[config.mk]
export PLATFORM = sky130hd
export DESIGN_NAME = ldc_sort_cell
export DESIGN_NICKNAME = d
export VERILOG_FILES = /design/src/sv/ldc_pkg.sv /design/src/sv/ldc_sort_cell.sv
export SDC_FILE = /design/constraint.sdc
export NUM_CORES = 1
export LEC_CHECK = 0
export BUFFER_PORTS_ARGS = -buffer_cell sky130_fd_sc_hd__buf_2
export CORE_MARGIN = 4
export CORE_UTILIZATION = 38
export DETAILED_ROUTE_END_ITERATION = 10
export PLACE_DENSITY_LB_ADDON = 0.08
export SETUP_SLACK_MARGIN = 0.5
export SLEW_MARGIN = 15
export SYNTH_ARGS = -nofsm -noshare
export SYNTH_HDL_FRONTEND = slang
export SYNTH_SLANG_ARGS = --single-unit
[constraint.sdc]
create_clock -name clk_i -period 3.1 [get_ports clk_i]
set_input_delay 0.155 -clock clk_i [delete_from_list [all_inputs] [get_ports clk_i]]
set_output_delay 0.155 -clock clk_i [all_outputs]
set_load 0.03 [all_outputs]
[src/sv/ldc_pkg.sv]
// ldc_pkg: shared types for the longest dominance chain block
// no dependencies; used by the sort cells and the top level
`default_nettype none

package ldc_pkg;

  // control handed to every cell of the sorting row
  typedef struct packed {
    logic ins_en;    // insert the incoming key this cycle
    logic drain_en;  // shift the row one place toward cell 0
  } row_ctrl_t;

  // result field width and saturation value
  localparam int unsigned LenW   = 7;
  localparam int unsigned LenSat = 127;

  // sequencer states
  typedef enum logic [1:0] {
    ST_LOAD = 2'b01,
    ST_RUN  = 2'b10
  } state_e;

endpackage

`default_nettype wire

[src/sv/ldc_sort_cell.sv]
// ldc_sort_cell: one place of the insertion sorting row
// depends on ldc_pkg (row_ctrl_t)
`default_nettype none

module ldc_sort_cell #(
  parameter int unsigned KEY_W = 32
) (
  input  wire logic               clk_i,
  input  wire logic               rst_ni,
  input  wire ldc_pkg::row_ctrl_t ctrl_i,
  input  wire logic [KEY_W-1:0]   new_key_i,
  input  wire logic               prev_ins_i,
  input  wire logic [KEY_W-1:0]   prev_key_i,
  input  wire logic               prev_v_i,
  input  wire logic [KEY_W-1:0]   next_key_i,
  input  wire logic               next_v_i,
  output logic                    ins_o,
  output logic [KEY_W-1:0]        key_o,
  output logic                    v_o
);

  logic [KEY_W-1:0] key_q, key_d;
  logic             v_q, v_d;

  // empty places count as larger than any key
  assign ins_o = !v_q || (new_key_i < key_q);

  always_comb begin
    key_d = key_q;
    v_d   = v_q;
    if (ctrl_i.ins_en && ins_o) begin
      if (prev_ins_i) begin
        key_d = prev_key_i;
        v_d   = prev_v_i;
      end else begin
        key_d = new_key_i;
        v_d   = 1'b1;
      end
    end else if (ctrl_i.drain_en) begin
      key_d = next_key_i;
      v_d   = next_v_i;
    end
  end

  always_ff @(posedge clk_i or negedge rst_ni) begin
    if (!rst_ni) begin
      v_q <= 1'b0;
    end else begin
      v_q <= v_d;
    end
  end

  always_ff @(posedge clk_i) begin
    key_q <= key_d;
  end

  assign key_o = key_q;
  assign v_o   = v_q;

endmodule

`default_nettype wire

-- Word level (Yosys, flattened, before mapping)
Cells that the tools add are included.
- logic and storage cells: 13
- bits in registers: 33
- bits of input ports: 103
- output and inout port bits: 34
- multiplexer cells: 6
- reductions and logical operators: 4
- $lt $le $gt $ge: 1
- operators by type and width (cell ; number):
    two-way mux 32 bit ; 3
    < comparator 32 bit ; 1
    two-way mux 1 bit ; 3
    nonzero test 2 bit ; 1
    logical AND 1 bit ; 1
    zero test 1 bit ; 1
    logical OR 1 bit ; 1

-- Depth between registers and ports, before layout
- depth after elaboration: 4
- mapped depth: 9
- depth with buffers taken out: 8

-- Worst setup path after synthesis
Ideal clock, no wire load.
- path type: register -> register
- start point: register key_q[23] (netlist: key_o[23])
- end point: register key_q[0] (netlist: key_o[0]) (enable)
- data required time: 2.725 ns
- arrival: 2.671 ns
- path buffers: 1
- clock period less this slack: 3.046 ns
- path slack: 0.054 ns
- cell stages (with the launch flop): 10
- setup time: 0.375 ns
- path through: edfxtp_1 > inv_1 > ha_1 > a21oi_1 > o21ai_0 > a221oi_1 > o21ai_0 > a221oi_4 > buf_6 > or2_2
- cells in the longest elaborated chain, start to end: 4
- ends and longest elaborated chain (element ; line ; text):
    start, declared ; ldc_sort_cell.sv:22 ; logic [KEY_W-1:0] key_q, key_d;
    start signal, assigned ; ldc_sort_cell.sv:54 ; key_q <= key_d;
    < comparator 32 bit ; ldc_sort_cell.sv:26 ; assign ins_o = !v_q || (new_key_i < key_q);
    logical OR 1 bit ; ldc_sort_cell.sv:26 ;
    logical AND 1 bit ; ldc_sort_cell.sv:31 ; if (ctrl_i.ins_en && ins_o) begin
    nonzero test 2 bit (no source line) ; - ;
No other way between the ends.
A chain may end at the register's enable or synchronous reset.

-- Worst setup path after layout
- start point: register key_q[1] (netlist: key_o[1])
- end point: register key_q[24] (netlist: key_o[24]) (enable)
Same word-level chain as after synthesis.

==> reports/metrics.csv <==
stage,metric,value,unit
run_status,status,"complete, no violations",
drt,Iter 0 DRT Violations,32,
floorplan,core area,6490,um2
logic_synthesis,"Seq/Total Area, Yosys",0.379,
layout,final non-filler cell total,448,
drt,antenna-violating nets left,0,
drt,drt total wl,6980,um
timing,Slew HR,0.484,
grt,"Remaining Overflow, GRT",0,
grt,number of global-route vias before repair,2299,
logic_synthesis,Synth Net Count,354,
timing,Total Neg Setup Slack,0,ps
drt,1st-pass router iterations,4,
grt,initial antenna violation count,0,
timing,Final Hold Fails,0,
timing,RSZ-0062 raised after global routing,true,
drt,Via-to-Cell Ratio,4.96,
timing,Worst-Margin Slew,774,ps
timing,# setup viols final,0,
layout,layout cell share with drive strength beyond 1,0.639,
floorplan,Die ar.,8230,um2
logic_synthesis,Synth Cell Area,2600,um2
drt,routed length per instance,15.6,um
floorplan,row count,29,
grt,first-pass GRT wire length,10900,um
layout,Final Cell Area,3820,um2
layout,most frequent cells in the layout,"buf_2 (137), mux2_2 (40), edfxtp_1 (32)",
placement,RePlAce Congestion,0.745,
clocking,H-tree Lvls,2,
timing,minimum clock period,2600,ps
pwr,Lkg Pwr,0.00188,uW
logic_synthesis,Yosys top cell area share,0.369,
logic_synthesis,Synth area leaders,"edfxtp_1 (37%), mux2_2 (27%), ha_1 (15%), inv_1 (4.6%), a21oi_1 (1.9%)",
timing,Max Freq,0.385,GHz
clocking,Sink Count,33,
setup_path,"Req. time, crit path",3090,ps
placement,hpwl dp,5670,um
setup_path,CP Launch Type,register,
pwr,PwrDens,446,nW/um2
placement,Placed Instance Area,3520,um2
logic_synthesis,yosys warns,0,
setup_path,Crit Path Class,reg2reg,
setup_path,WP data arrival,2590,ps
logic_synthesis,Yosys reg bits,33,
logic_synthesis,leading area contributor after synthesis,edfxtp_1,
timing,Final Cycle Share,0.837,
flow_run,Max Cap Viol,0,
layout,Ant. Diodes,0,
placement,cell total after placement,431,
floorplan,Initial Util,0.401,
logic_synthesis,synthesized area per cell,11.8,um2
clocking,clk buf depth,2,
logic_synthesis,Netlist cell types,31,
placement,# port buffers,136,
setup_path,CP max FO,5,
drt,vias,2221,
layout,synth-to-layout area growth,47.0,%
logic_synthesis,Post-Synthesis Cells,220,
clocking,CTS tree,done,
hold_path,min-delay worst type,in2reg,
floorplan,top-level I/O count,137,
timing,Max Slew Vio Count,0,
clocking,Root Buffer,clkbuf_8,
layout,Final nets,504,
floorplan,Die X,90.7,um
timing,fin worst setup slack,504,ps
timing,Worst Clk Skew,5.31,ps
drt,drc violations,0,
layout,"commonest non-fill, non-tap cell in the layout",buf_2,
setup_path,Setup crit end kind,register,
clocking,worst skew pair latency,270,ps
clocking,clk slew on worst S/H paths,60,ps
clocking,TritonCTS Buffers,5,
pwr,Worst VDD drop,219,uV
floorplan,die height,90.7,um
grt,largest net degree at the start of global routing,34,
grt,GRT Util Overall,0.166,
placement,post-place setup slack,314,ps
==> cells in the mapped netlist <==
library cell	n
nor2b_1	1
a211oi_1	2
a2111o_1	1
a221oi_1	1
a21boi_0	1
o211ai_1	1
a21o_1	1
nor3_1	3
nand2_1	5
mux2_2	62
nand3_1	3
a21oi_1	10
o21ai_0	5
clkbuf_1	4
a221oi_4	1
a31oi_1	1
nand2b_1	2
edfxtp_1	32
dfrtp_1	1
or2_2	1
a211o_1	1
ha_1	31
mux2i_1	2
nor2_1	1
mux2_1	2
inv_1	32
nand4_1	7
buf_6	3
a22oi_1	1
and4_1	1
or3_1	1
==> path summary, 6_finish.rpt <==
check | from | end | slack, ps | cells after the start
worst max-delay path | key_o[1] | key_o[24] | 500 | 10
worst min-delay path | prev_v_i | v_o | 160 | 3
worst max register to register | key_o[1] | key_o[24] | 500 | 10
worst min register to register | v_o | v_o | 750 | 2
max in group asynchronous | rst_ni | v_o | 2830 | 2
min in group asynchronous | rst_ni | v_o | 190 | 2
==> kinds of logic after synthesis <==
family | share of synthesized area
DFF | 0.379
adders and majority gates | 0.149
buffers and inverters | 0.0649
muxes | 0.285
and+or+nand+nor | 0.0524
AOI/OAI and AO/OA | 0.0698
==> metrics by stage <==
step | utilization | hold slack, ps | power (uW)
2_1_floorplan | - | -141 | 1100
3_3_place_gp | 0.542 | -66.9 | 1320
3_5_place_dp | 0.542 | -65.1 | 1330
4_1_cts | 0.571 | 160 | 1680
5_1_grt | 0.589 | 161 | 1820
6_report | 0.589 | 159 | 1700
==> report_power, final <==
group	switching (uW)	internal [uW]	total, uW
Combinational	414	375	789
Clock	143	159	303
Sequential	34.6	578	613
==> per-layer routing <==
layer | global-route usage | share of wire | vias to the layer above
li1 | - | - | 1122
met1 | 0.187 | 0.40 | 1023
met2 | 0.303 | 0.51 | 71
met3 | 0.0558 | 0.077 | 5
met4 | 0.0344 | 0.0064 | 0
met5 | 0 | 0 | -
==> worst max-delay path, cell delays in order, from the launching register on <==
cell       delay, ps
edfxtp_1         380
inv_1             70
ha_1             210
a2111o_1         360
a31oi_1          130
o211ai_1         180
a221oi_4         330
buf_12           170
buf_8            120
or2_4            200
clkbuf_16        170
==> cell type report <==
class / count / area (um2)
inverter: 32 / 120
clock buffer: 8 / 80.1
multi-input combinational: 148 / 1640
fill: 567 / 2670
tap: 77 / 96.3
timing repair buffer: 150 / 902
sequential: 33 / 986
==> state kept, by name, indices dropped and copies added (netlist names) <==
name,count
key_o,32
v_o,1
==> what timing repair did <==
item,CTS,global route
endpoints found under the setup margin,64,64
cloned,1,2
resized for setup,10,14
hold endpoints to repair,1,0
hold buffers,1,0
pin swaps,5,6
buffers inserted,4,1
Note: power is estimated with default switching activity, not from simulation.
