===== src/sv/ldc_tail_cell.sv =====
// ldc_tail_cell: one place of the chain-tail row; holds the smallest tail y
// of the chains of its length and passes items not below it on; no package use
`default_nettype none

module ldc_tail_cell #(
  parameter int unsigned Y_W = 16
) (
  input  wire logic           clk_i,
  input  wire logic           rst_ni,
  input  wire logic           clear_i,
  input  wire logic           item_v_i,
  input  wire logic [Y_W-1:0] item_y_i,
  output logic                item_v_o,
  output logic [Y_W-1:0]      item_y_o,
  output logic                tv_o,
  output logic                ext_o
);

  logic [Y_W-1:0] tail_q, tail_d;
  logic           tv_q, tv_d;
  logic           out_v_q, out_v_d;
  logic [Y_W-1:0] out_y_q;
  logic           capture;

  // first tail strictly above y takes the item
  assign capture = item_v_i && (!tv_q || (tail_q > item_y_i));
  assign ext_o   = capture && !tv_q;

  always_comb begin
    tail_d  = tail_q;
    tv_d    = tv_q;
    out_v_d = item_v_i && !capture;
    if (capture) begin
      tail_d = item_y_i;
      tv_d   = 1'b1;
    end
    if (clear_i) begin
      tv_d    = 1'b0;
      out_v_d = 1'b0;
    end
  end

  always_ff @(posedge clk_i or negedge rst_ni) begin
    if (!rst_ni) begin
      tv_q    <= 1'b0;
      out_v_q <= 1'b0;
    end else begin
      tv_q    <= tv_d;
      out_v_q <= out_v_d;
    end
  end

  always_ff @(posedge clk_i) begin
    tail_q  <= tail_d;
    out_y_q <= item_y_i;
  end

  assign item_v_o = out_v_q;
  assign item_y_o = out_y_q;
  assign tv_o     = tv_q;

endmodule

`default_nettype wire

===== config.mk =====
export PLATFORM = sky130hd
export DESIGN_NAME = ldc_tail_cell
export DESIGN_NICKNAME = d
export VERILOG_FILES = /design/src/sv/ldc_tail_cell.sv
export SDC_FILE = /design/constraint.sdc
export NUM_CORES = 1
export LEC_CHECK = 0
export ABC_AREA = 1
export BUFFER_PORTS_ARGS = -buffer_cell sky130_fd_sc_hd__buf_4
export CORE_MARGIN = 1.5
export CORE_UTILIZATION = 47
export CTS_BUF_LIST = sky130_fd_sc_hd__clkbuf_4 sky130_fd_sc_hd__clkbuf_8
export DETAILED_ROUTE_END_ITERATION = 6
export PLACE_DENSITY_LB_ADDON = 0.25
export SYNTH_ARGS = -nofsm -noshare
export SYNTH_HDL_FRONTEND = slang
export SYNTH_SLANG_ARGS = --single-unit

===== constraint.sdc =====
create_clock -name clk_i -period 2.13 [get_ports clk_i]
set_input_delay 0.5325 -clock clk_i [delete_from_list [all_inputs] [get_ports clk_i]]
set_output_delay 0.5325 -clock clk_i [all_outputs]
set_load 0.03 [all_outputs]

# After elaboration in Yosys (flattened, before gate mapping)
# Cells that the tools add are included.
[op_classes]
order_cmp = 1
mux = 3
n_reduce_logical = 7
[op_table]
columns = ["op", "count"]
rows = [
  ["greater-than comparator 16 bit", 1],
  ["logical AND 1 bit", 3],
  ["two-way mux 1 bit", 3],
  ["zero test 1 bit", 2],
  ["nonzero test 2 bit", 1],
  ["logical OR 1 bit", 1],
]
[word_totals]
reg_bits = 34
in_bits = 20
out_inout_bits = 19
elab_cells = 15

# Depth between registers and ports, before layout
# Gate-level depths: netlist (run 1).
[logic_depth]
word_depth = 6
depth_mapped = 14
ltp_nobuf = 14

# Worst setup path before layout (run 1)
# No wires, ideal clock.
[synth_path]
kind = "input to register"
startpoint = "input port item_y_i[15]"
endpoint = "register tail_q[0] (enable)"
setup_ns = 0.394
t_arrival_ns = 2.091
required_ns = 1.736
slack_ns = -0.356
stages = 8
n_path_buf = 0
cell_sequence = "inv_1 ha_1 nand2_2 nor3_2 nand2_1 nand2_1 nand2_1 a21oi_1"
[synth_via]
elab_chain_cells = 3
[synth_rtl]
columns = ["element", "line_no", "text"]
rows = [
  ["start: declaration", "12", "input wire logic [Y_W-1:0] item_y_i,"],
  ["greater-than comparator 16 bit", "26", "assign capture = item_v_i && (!tv_q || (tail_q > item_y_i));"],
  ["logical OR 1 bit", "26", ""],
  ["logical AND 1 bit", "26", ""],
  ["net capture", "23", "logic capture;"],
  ["end signal: assignment", "54", "tail_q <= tail_d;"],
  ["end: declaration", "19", "logic [Y_W-1:0] tail_q, tail_d;"],
]
# The timed path passes the listed nets, and every way through them passes these cells.
# A chain may end at the register's enable or synchronous reset.

# Final worst setup path (run 1)
[layout_path]
startpoint = "register tail_q[15]"
endpoint = "register tail_q[0] (enable)"
[layout_via]
elab_chain_cells = 3
[layout_rtl]
columns = ["element", "line_no"]
rows = [
  ["greater-than comparator 16 bit", "26"],
  ["logical OR 1 bit", "26"],
  ["logical AND 1 bit", "26"],
  ["net capture", "23"],
]
# The timed path passes the listed nets, and every way through them passes these cells.

==> results.tsv, run 1 <==
metric	value	unit
die_w	56.0	um
vias	903	
grt_pass1_vias	907	
worst_pin_slew	213	ps
cts_setup_buffers	0	
syn_avg_cell_area	11.7	um^2
synth_compound_area_frac	0.0398	
ant_nets	0	
leakage	0.871	nW
fin_crit_sh	0.858	
clockBufferDepth	2	
hold_violations	0	
boundaryPins	39	
hold_buffers	1	
rows	19	
switchingPower	0.339	mW
syn2layout_area_growth	31.3	%
layout-drive-gt1-share	0.321	
crit_path_start_kind	flip-flop	
fin_tns_setup	0	ps
layout_commonest_cell	buf_4	
synthAdderAreaFrac	0.152	
rsz0062_at_grt	false	
antennaDiodeCount	0	
grt_pass1_wl	3700	um
gp_congestion	0.708	
drv_slew	0	
synth_area_leaders	edfxtp_1 (36%), dfxtp_1 (24%), ha_1 (15%), inv_1 (6.3%), nand2_1 (5.1%)	
drc	0	
place_inst	184	
muxShareOfSynthArea	0	
port_buffers	38	
cp_max_fo	8	
clkTransAtPathRegs	100	ps
utilization	0.640	
synthSimpleGateAreaFrac	0.102	
grt_antenna_before_repair	0	
ys_warn_count	0	
maxCapViolCount	0	
peakVddDrop	0.528	mV
grt-ovfl-total	0	
instances_no_fill	193	
drtPass1Iterations	4	
synth-seq-cells	34	
clock_tree.root_cell	clkbuf_4	
synth_top_area_cell	edfxtp_1	
holdWs	310	ps
syn_area	1320	um^2
hpwlAfterDp	1680	um
vias_per_cell	4.68	
internal_power	0.954	mW
wirelength	2200	um
synth_cells	113	
period_minus_slack	1830	ps
grt.total_usage	0.157	
fin_nets	197	
swShare	0.262	
wl_per_cell	11.4	um
crit_arrival	1870	ps
setup_viol	0	
synth_top_area_share	0.364	
core	2710	um^2
outcome	complete, no violations	
initial_core_util	0.488	
synth.distinct_cells	16	
finClkSkew	6.34	ps
fillers	233	
synthXorXnorAreaFrac	0	
critical_path_required	2180	ps
fmax	547	MHz
synth.yosys.seq_area_share	0.644	
clkPwrFrac	0.264	
insertion_delay	330	ps
power	1.29	mW
post_cts_resized	0	
dieArea	3140	um^2
dieHeight	56.0	um
initialDrtViolationCount	27	
endpoint_kind	flip-flop	
cts_tree	yes	
clock-sinks	34	
pwr-share-seq	0.572	
syn_nets	149	
relSlewSlack	0.858	
cts_buffers	5	
combPwrFrac	0.164	
p_per_area	745	nW/um^2
htree_levels	2	
final_cell_mix	buf_4 (40), inv_1 (22), nand2_1 (18)	
crit_type	reg -> reg	
synth_top_family_by_area	adder cells	
hold_path.class	in -> reg	
grt_max_degree	11	
critical path, cell delays in order (launching register included):
cell      delay, ps
edfxtp_1        390
ha_1            320
nand2_2          80
nor3_2          210
nand2_1          80
nand2_1          60
nand2_1          90
a21oi_4         130
buf_4           180
final cells by class:
cell class	count	area, um^2	share of cell area
Sequential cell	34	851	0.490
Inverter	22	82.6	0.0476
Multi-Input combinational cell	57	399	0.230
Clock buffer	6	45.0	0.0260
Clock inverter	2	8.76	0.00505
Tap cell	31	38.8	0.0224
Timing Repair Buffer	41	310	0.179
cell families after synthesis:
| kind of cell | Yosys count |
|---|---|
| AND/OR/NAND/NOR | 31 |
| AO/OA/AOI/OAI | 10 |
| adder cells (fa/ha/maj) | 16 |
| buffers and inverters | 22 |
| flip-flops | 34 |
cells in the mapped netlist (all sizes together):
cell	instances
a21o	1
a21oi	8
dfrtp	2
dfxtp	16
edfxtp	16
ha	16
inv	22
nand2	19
nand3	2
nand4	1
nor2	7
nor3	1
o21ai	1
or2	1
power by group through the flow:
stage | sequential [mW] | combinational, mW | clock (mW)
global route | 0.744 | 0.236 | 0.375
detailed placement | 0.755 | 0.212 | 0
global placement | 0.753 | 0.205 | 0
CTS | 0.739 | 0.215 | 0.350
floorplan | 0.790 | 0.0857 | 0
finish | 0.739 | 0.212 | 0.342
path summary, 6_finish.rpt:
kind | start | endpoint | slack [ps] | cells past startpoint
max | tail_q[15]$_DFFE_PP_ | tail_q[0]$_DFFE_PP_ | 300 | 8
min | item_y_i[12] | item_y_o[12]$_DFF_P_ | 310 | 1
max reg2reg | tail_q[15]$_DFFE_PP_ | tail_q[0]$_DFFE_PP_ | 300 | 8
min reg2reg | tv_o$_DFFE_PN0P_ | item_v_o$_DFF_PN0_ | 620 | 2
max in group asynchronous | rst_ni | tv_o$_DFFE_PN0P_ | 1530 | 2
min in group asynchronous | rst_ni | item_v_o$_DFF_PN0_ | 500 | 2
layer usage:
layer	vias up	track usage	share of wire
li1	463	-	-
met1	412	0.156	0.40
met2	23	0.271	0.52
met3	5	0.0837	0.067
met4	0	0.0680	0.020
met5	-	0	0
registers in the layout, summed over array words and instances, names as in the netlist:
signal    cells
item_y_o     16
tail_q       16
item_v_o      1
tv_o          1
stage by stage:
step / setup slack [ps] / area, um^2
5_1_grt: 159 / 1740
2_1_floorplan: 125 / 1330
4_1_cts: 284 / 1740
6_report: 303 / 1740
3_3_place_gp: 52.1 / 1670
3_5_place_dp: 14.8 / 1670
Note: power is estimated with default switching activity, not from simulation.
==> inputs of run 2 (changes only) <==
--- a/config.mk
+++ b/config.mk
@@ -7,6 +7,8 @@
 export LEC_CHECK = 0
 export ABC_AREA = 1
 export BUFFER_PORTS_ARGS = -buffer_cell sky130_fd_sc_hd__buf_4
+export CAP_MARGIN = 20
+export CORE_ASPECT_RATIO = 1.2
 export CORE_MARGIN = 1.5
 export CORE_UTILIZATION = 47
 export CTS_BUF_LIST = sky130_fd_sc_hd__clkbuf_4 sky130_fd_sc_hd__clkbuf_8
==> run 2 against run 1 <==
Net effect:
- worst hold slack lost 1.1 ps
- combinational power is essentially flat
- sequential power is essentially flat
- register-to-register slack is essentially flat
- core utilization grew 3.0 points
- critical path type unchanged
==> results.tsv, run 2 (synthesis results as in run 1) <==
metric	value	unit	change
gp_congestion	0.740		+4.6%
relSlewSlack	0.854		-0.00363
path_common_cell	nand2_1		
drtPass1Iterations	4		unchanged
pwr-share-seq	0.574		+0.002
rsz0062_at_grt	false		
cp_cell_sequence	ha_1 > nand4_1 > nor3_2 > nand2_1 > nand2_1 > nand2_1 > a21oi_4 > buf_4		
crit_arrival	1880	ps	about the same
fmax	546	MHz	-0.17%
leakage	0.876	nW	+0.57%
drv_slew	0		unchanged
vias	884		-2.1%
outcome	complete, no violations		
final_area	1750	um^2	+0.58%
placed_area	1680	um^2	+0.60%
clock-sinks	34		unchanged
cp_max_fo	6		-2
period_minus_slack	1830	ps	+3.13 ps
cp_num_cells	8		unchanged
clock_tree.root_cell	clkbuf_4		
drc	0		unchanged
slowest_delay	380	ps	about the same
peakVddDrop	0.598	mV	+13%
layout_commonest_cell	buf_4		
rows	20		+1
finClkSkew	8.08	ps	+1.74 ps
instances_no_fill	196		+1.6%
hold_path.class	in -> reg		
insertion_delay	330	ps	about the same
place_inst	187		+1.6%
internal_power	0.955	mW	about the same
syn2layout_area_growth	32.1	%	
post_cts_resized	0		unchanged
crit_slowest_cell	edfxtp_1		
ant_nets	0		unchanged
rr_worst_depth	8		unchanged
critical_path_required	2180	ps	about the same
grt_pass1_wl	3380	um	-8.6%
grt_antenna_before_repair	0		unchanged
grt_pass1_vias	817		-9.9%
core	2600	um^2	-4.0%
initial_core_util	0.508		+0.0202
die_w	51.4	um	-8.2%
htree_levels	2		unchanged
grt_max_degree	11		unchanged
setup_viol	0		unchanged
boundaryPins	39		unchanged
clockBufferDepth	2		unchanged
final_cell_mix	buf_4 (41), inv_1 (22), nand2_1 (18)		
dieArea	3140	um^2	about the same
combPwrFrac	0.165		about the same
initialDrtViolationCount	8		-70%
layout-drive-gt1-share	0.325		+0.00417
port_buffers	38		unchanged
grt.total_usage	0.159		+0.00183
wl_per_cell	11.1	um	-3.1%
min_path_cells	1		unchanged
wirelength	2170	um	-1.6%
grt-ovfl-total	0		unchanged
crit_path_start_kind	flip-flop		
endpoint_kind	flip-flop		
maxCapViolCount	0		unchanged
hold_violations	0		unchanged
clkTransAtPathRegs	100	ps	about the same
clkPwrFrac	0.261		-0.003
p_per_area	738	nW/um^2	-0.89%
fin_crit_sh	0.859		+0.00147
worst-path-buf-inv	1		unchanged
crit_type	reg -> reg		
worst_pin_slew	218	ps	+5.44 ps
fin_nets	198		+0.51%
dieHeight	61.1	um	+9.0%
antennaDiodeCount	0		unchanged
fin_tns_setup	0	ps	unchanged
vias_per_cell	4.51		-3.6%
cts_buffers	5		unchanged
switchingPower	0.334	mW	-1.5%
swShare	0.259		-0.00310
hpwlAfterDp	1650	um	-2.1%
dp_slack	15.3	ps	+0.498 ps
fin_ws	300	ps	-3.13 ps
cts_tree	yes		
critPathTopFamily	simple AND/OR/NAND/NOR gates		
holdWs	309	ps	-1.14 ps
run 2: changes by cell type in the layout (fill, tap and decap cells not counted), sizes merged:
cell / before / now
buf: 40 / 41
run 2: final cells by class:
| cell class | instances | area [um^2] |
|---|---|---|
| Fill cell | 223 | 857 |
| Timing Repair Buffer | 42 | 318 |
| Inverter | 22 | 82.6 |
| Multi-Input combinational cell | 57 | 399 |
| Clock inverter | 2 | 8.76 |
| Tap cell | 33 | 41.3 |
| Clock buffer | 6 | 45.0 |
| Sequential cell | 34 | 851 |
run 2: stage by stage:
stage | util | power [mW]
finish | 0.671 | 1.29
global route | 0.671 | 1.37
CTS | 0.671 | 1.31
detailed placement | 0.646 | 0.968
global placement | 0.646 | 0.961
floorplan | - | 0.875
run 2: final timing paths:
path	start	endpoint	slack, ps
max reg2reg	tail_q[11]$_DFFE_PP_	tail_q[14]$_DFFE_PP_	300
min reg2reg	tv_o$_DFFE_PN0P_	item_v_o$_DFF_PN0_	630
min	item_y_i[10]	item_y_o[10]$_DFF_P_	310
max	tail_q[11]$_DFFE_PP_	tail_q[14]$_DFFE_PP_	300
min in group asynchronous	rst_ni	item_v_o$_DFF_PN0_	510
max in group asynchronous	rst_ni	tv_o$_DFFE_PN0P_	1540
run 2: metal layers:
layer	vias to the layer above	wire length (um)	track usage
li1	465	-	-
met5	-	0	0
met2	27	1140	0.264
met4	0	36	0.0902
met3	5	142	0.0801
met1	387	849	0.164
run 2: power groups by stage:
stage	clock network, mW	logic [mW]	registers, mW
final	0.336	0.213	0.739
after global routing	0.388	0.236	0.743
after CTS	0.351	0.217	0.740
after detailed placement	0	0.214	0.755
after global placement	0	0.208	0.753
after floorplan	0	0.0857	0.790
run 2: what timing repair did:
item | in CTS | in global routing
endpoints found under the hold margin | 2 | 0
hold buffers | 1 | 0
buffers inserted | 0 | 0
==> inputs of run 3 (changes only) <==
--- a/config.mk
+++ b/config.mk
@@ -14,6 +14,7 @@
 export CTS_BUF_LIST = sky130_fd_sc_hd__clkbuf_4 sky130_fd_sc_hd__clkbuf_8
 export DETAILED_ROUTE_END_ITERATION = 6
 export PLACE_DENSITY_LB_ADDON = 0.25
+export SETUP_SLACK_MARGIN = 0.3
 export SYNTH_ARGS = -nofsm -noshare
 export SYNTH_HDL_FRONTEND = slang
 export SYNTH_SLANG_ARGS = --single-unit
==> run 3 against run 2 <==
Net effect:
- sequential share of layout area shrank 4.7 points
- routed wire length grew 11%
- core utilization grew 7.2 points
- sequential power grew 1%
- cell area grew 11%
- worst hold slack gained 12 ps
- count of clock-buffer cells in the layout grew 2
- worst setup slack lost 44 ps
- maximum frequency shrank 2.4%
==> results.tsv, run 3 (synthesis results as in run 1) <==
metric	value	unit	change
gp_congestion	0.754		+1.9%
rrSetupSlack	260	ps	-40 ps
grt-ovfl-total	0		unchanged
hold_end	item_y_o[7]$_DFF_P_		
boundaryPins	39		unchanged
grt_antenna_before_repair	0		unchanged
min_path_cells	1		unchanged
critPathTopFamily	simple AND/OR/NAND/NOR gates		
worst_pin_slew	232	ps	+13.8 ps
cp_max_fo	8		+2
wirelength	2420	um	+11%
clock-sinks	34		unchanged
initial_core_util	0.508		unchanged
dieArea	3140	um^2	unchanged
initialDrtViolationCount	17		+9
hold_path.class	in -> reg		
endpoint_kind	flip-flop		
grt-busiest-layer	met2		
utilization	0.742		+0.0716
rows	20		unchanged
swShare	0.253		-0.00604
layout_commonest_cell	buf_4		
worst-path-buf-inv	1		unchanged
period_minus_slack	1870	ps	+44.2 ps
clkTransAtPathRegs	90	ps	about the same
leakage	0.893	nW	+1.9%
crit_arrival	1920	ps	+40 ps
hp-start	item_y_i[7]		
r2r_start	tail_q[1]$_DFFE_PP_		
combPwrFrac	0.193		+0.028
grtUsageMet1	0.171		+0.00702
crit_path_start_kind	flip-flop		
fmax	534	MHz	-2.4%
place_inst	185		-1.1%
instances_no_fill	196		unchanged
fin_nets	198		unchanged
rsz0062_at_grt	true		
htree_levels	2		unchanged
syn2layout_area_growth	46.2	%	
grt_max_degree	17		+6
cts_buffers	5		unchanged
clockBufferDepth	2		unchanged
port_buffers	38		unchanged
final_cell_mix	buf_4 (39), inv_1 (17), dfxtp_1 (16), edfxtp_1 (16), nand2_1 (11)		
cp_cell_sequence	ha_4 > nand2_2 > nand2_2 > nand2_2 > nand2_2 > nand2_1 > nand2_1 > nand2_1 > nand2_1 > nand2_2 > a21oi_4 > clkbuf_16		
path_common_cell	nand2_2		
fin_crit_sh	0.880		+0.0207
slowest_delay	430	ps	+50 ps
dieHeight	61.1	um	unchanged
core	2600	um^2	unchanged
fin_tns_setup	0	ps	unchanged
crit_type	reg -> reg		
vias	942		+6.6%
clkPwrFrac	0.261		about the same
relSlewSlack	0.845		-0.00918
drv_slew	0		unchanged
switchingPower	0.346	mW	+3.6%
rr_worst_depth	12		+4
finClkSkew	4.43	ps	-3.65 ps
drc	0		unchanged
clock_tree.root_cell	clkbuf_4		
pwr-share-seq	0.546		-0.028
vias_per_cell	4.81		+6.6%
hpwlAfterDp	1790	um	+8.5%
grt_use_met2	0.306		+0.0421
die_w	51.4	um	unchanged
crit_slowest_cell	edfxtp_1		
setup_viol	0		unchanged
grt.total_usage	0.172		+0.0133
internal_power	1.02	mW	+6.9%
outcome	complete, no violations		
peakVddDrop	0.469	mV	-22%
layout-drive-gt1-share	0.460		+0.135
p_per_area	707	nW/um^2	-4.2%
antennaDiodeCount	0		unchanged
met3_usage	0.0534		-0.0267
reg2reg_to	tail_q[14]$_DFFE_PP_		
cts_tree	yes		
grt_pass1_wl	3760	um	+11%
wl_per_cell	12.3	um	+11%
maxCapViolCount	0		unchanged
insertion_delay	320	ps	about the same
drtPass1Iterations	4		unchanged
critical_path_required	2180	ps	about the same
hold_violations	0		unchanged
ant_nets	0		unchanged
grt_pass1_vias	911		+12%
==> run 3: timing repair <==
action,in CTS,in global routing
hold buffers,1,0
hold endpoints to repair,2,0
endpoints found under the setup margin,16,16
resized for setup,0,13
pin swaps,0,14
cloned,0,1
buffers inserted,0,1
==> run 3: worst max-delay path by stage <==
stage | startpoint | to | slack (ps) | depth (start not counted)
global placement | item_y_i[9] | tail_q[3]$_DFFE_PP_ | 50 | 10
detailed placement | item_y_i[9] | tail_q[1]$_DFFE_PP_ | 20 | 10
CTS | tail_q[9]$_DFFE_PP_ | tail_q[13]$_DFFE_PP_ | 240 | 8
finish | tail_q[1]$_DFFE_PP_ | tail_q[14]$_DFFE_PP_ | 260 | 12
floorplan | item_y_i[9] | tail_q[0]$_DFFE_PP_ | 130 | 8
global route | tail_q[3]$_DFFE_PP_ | tail_q[7]$_DFFE_PP_ | 140 | 12
==> run 3: worst reg2reg max path: cells and delay by family (launching register included) <==
family          cells  cell delay, ps
simple gates        9             490
buf+inv             1             190
compound gates      1             190
flops               1             430
fa+ha+maj           1             290
==> run 3: final cells by class <==
type | count | area [um^2]
timing repair buffer | 42 | 348
multi-input combinational | 57 | 534
inverter | 22 | 97.6
sequential | 34 | 851
clock buffer | 8 | 60.1
fill | 186 | 671
tap | 33 | 41.3
==> run 3: power groups by stage <==
stage | combinational [mW] | clock [mW] | sequential, mW
finish | 0.263 | 0.357 | 0.747
global route | 0.290 | 0.399 | 0.751
CTS | 0.233 | 0.374 | 0.744
detailed placement | 0.230 | 0 | 0.759
global placement | 0.221 | 0 | 0.756
floorplan | 0.0946 | 0 | 0.792
==> run 3: metal layers <==
metal,part of all wire,wire length (um)
met5,0,0
met4,0.020,48
met3,0.055,133
met2,0.58,1390
met1,0.35,843
==> run 3: per-stage QoR <==
step / setup WS [ps] / power (mW) / instance area [um^2] / hold slack [ps]
CTS: 235 / 1.35 / 1820 / 302
global placement: 45.0 / 0.977 / 1750 / 315
detailed placement: 15.1 / 0.988 / 1750 / 318
finish: 256 / 1.37 / 1930 / 321
global route: 137 / 1.44 / 1930 / 299
floorplan: 130 / 0.887 / 1400 / 237
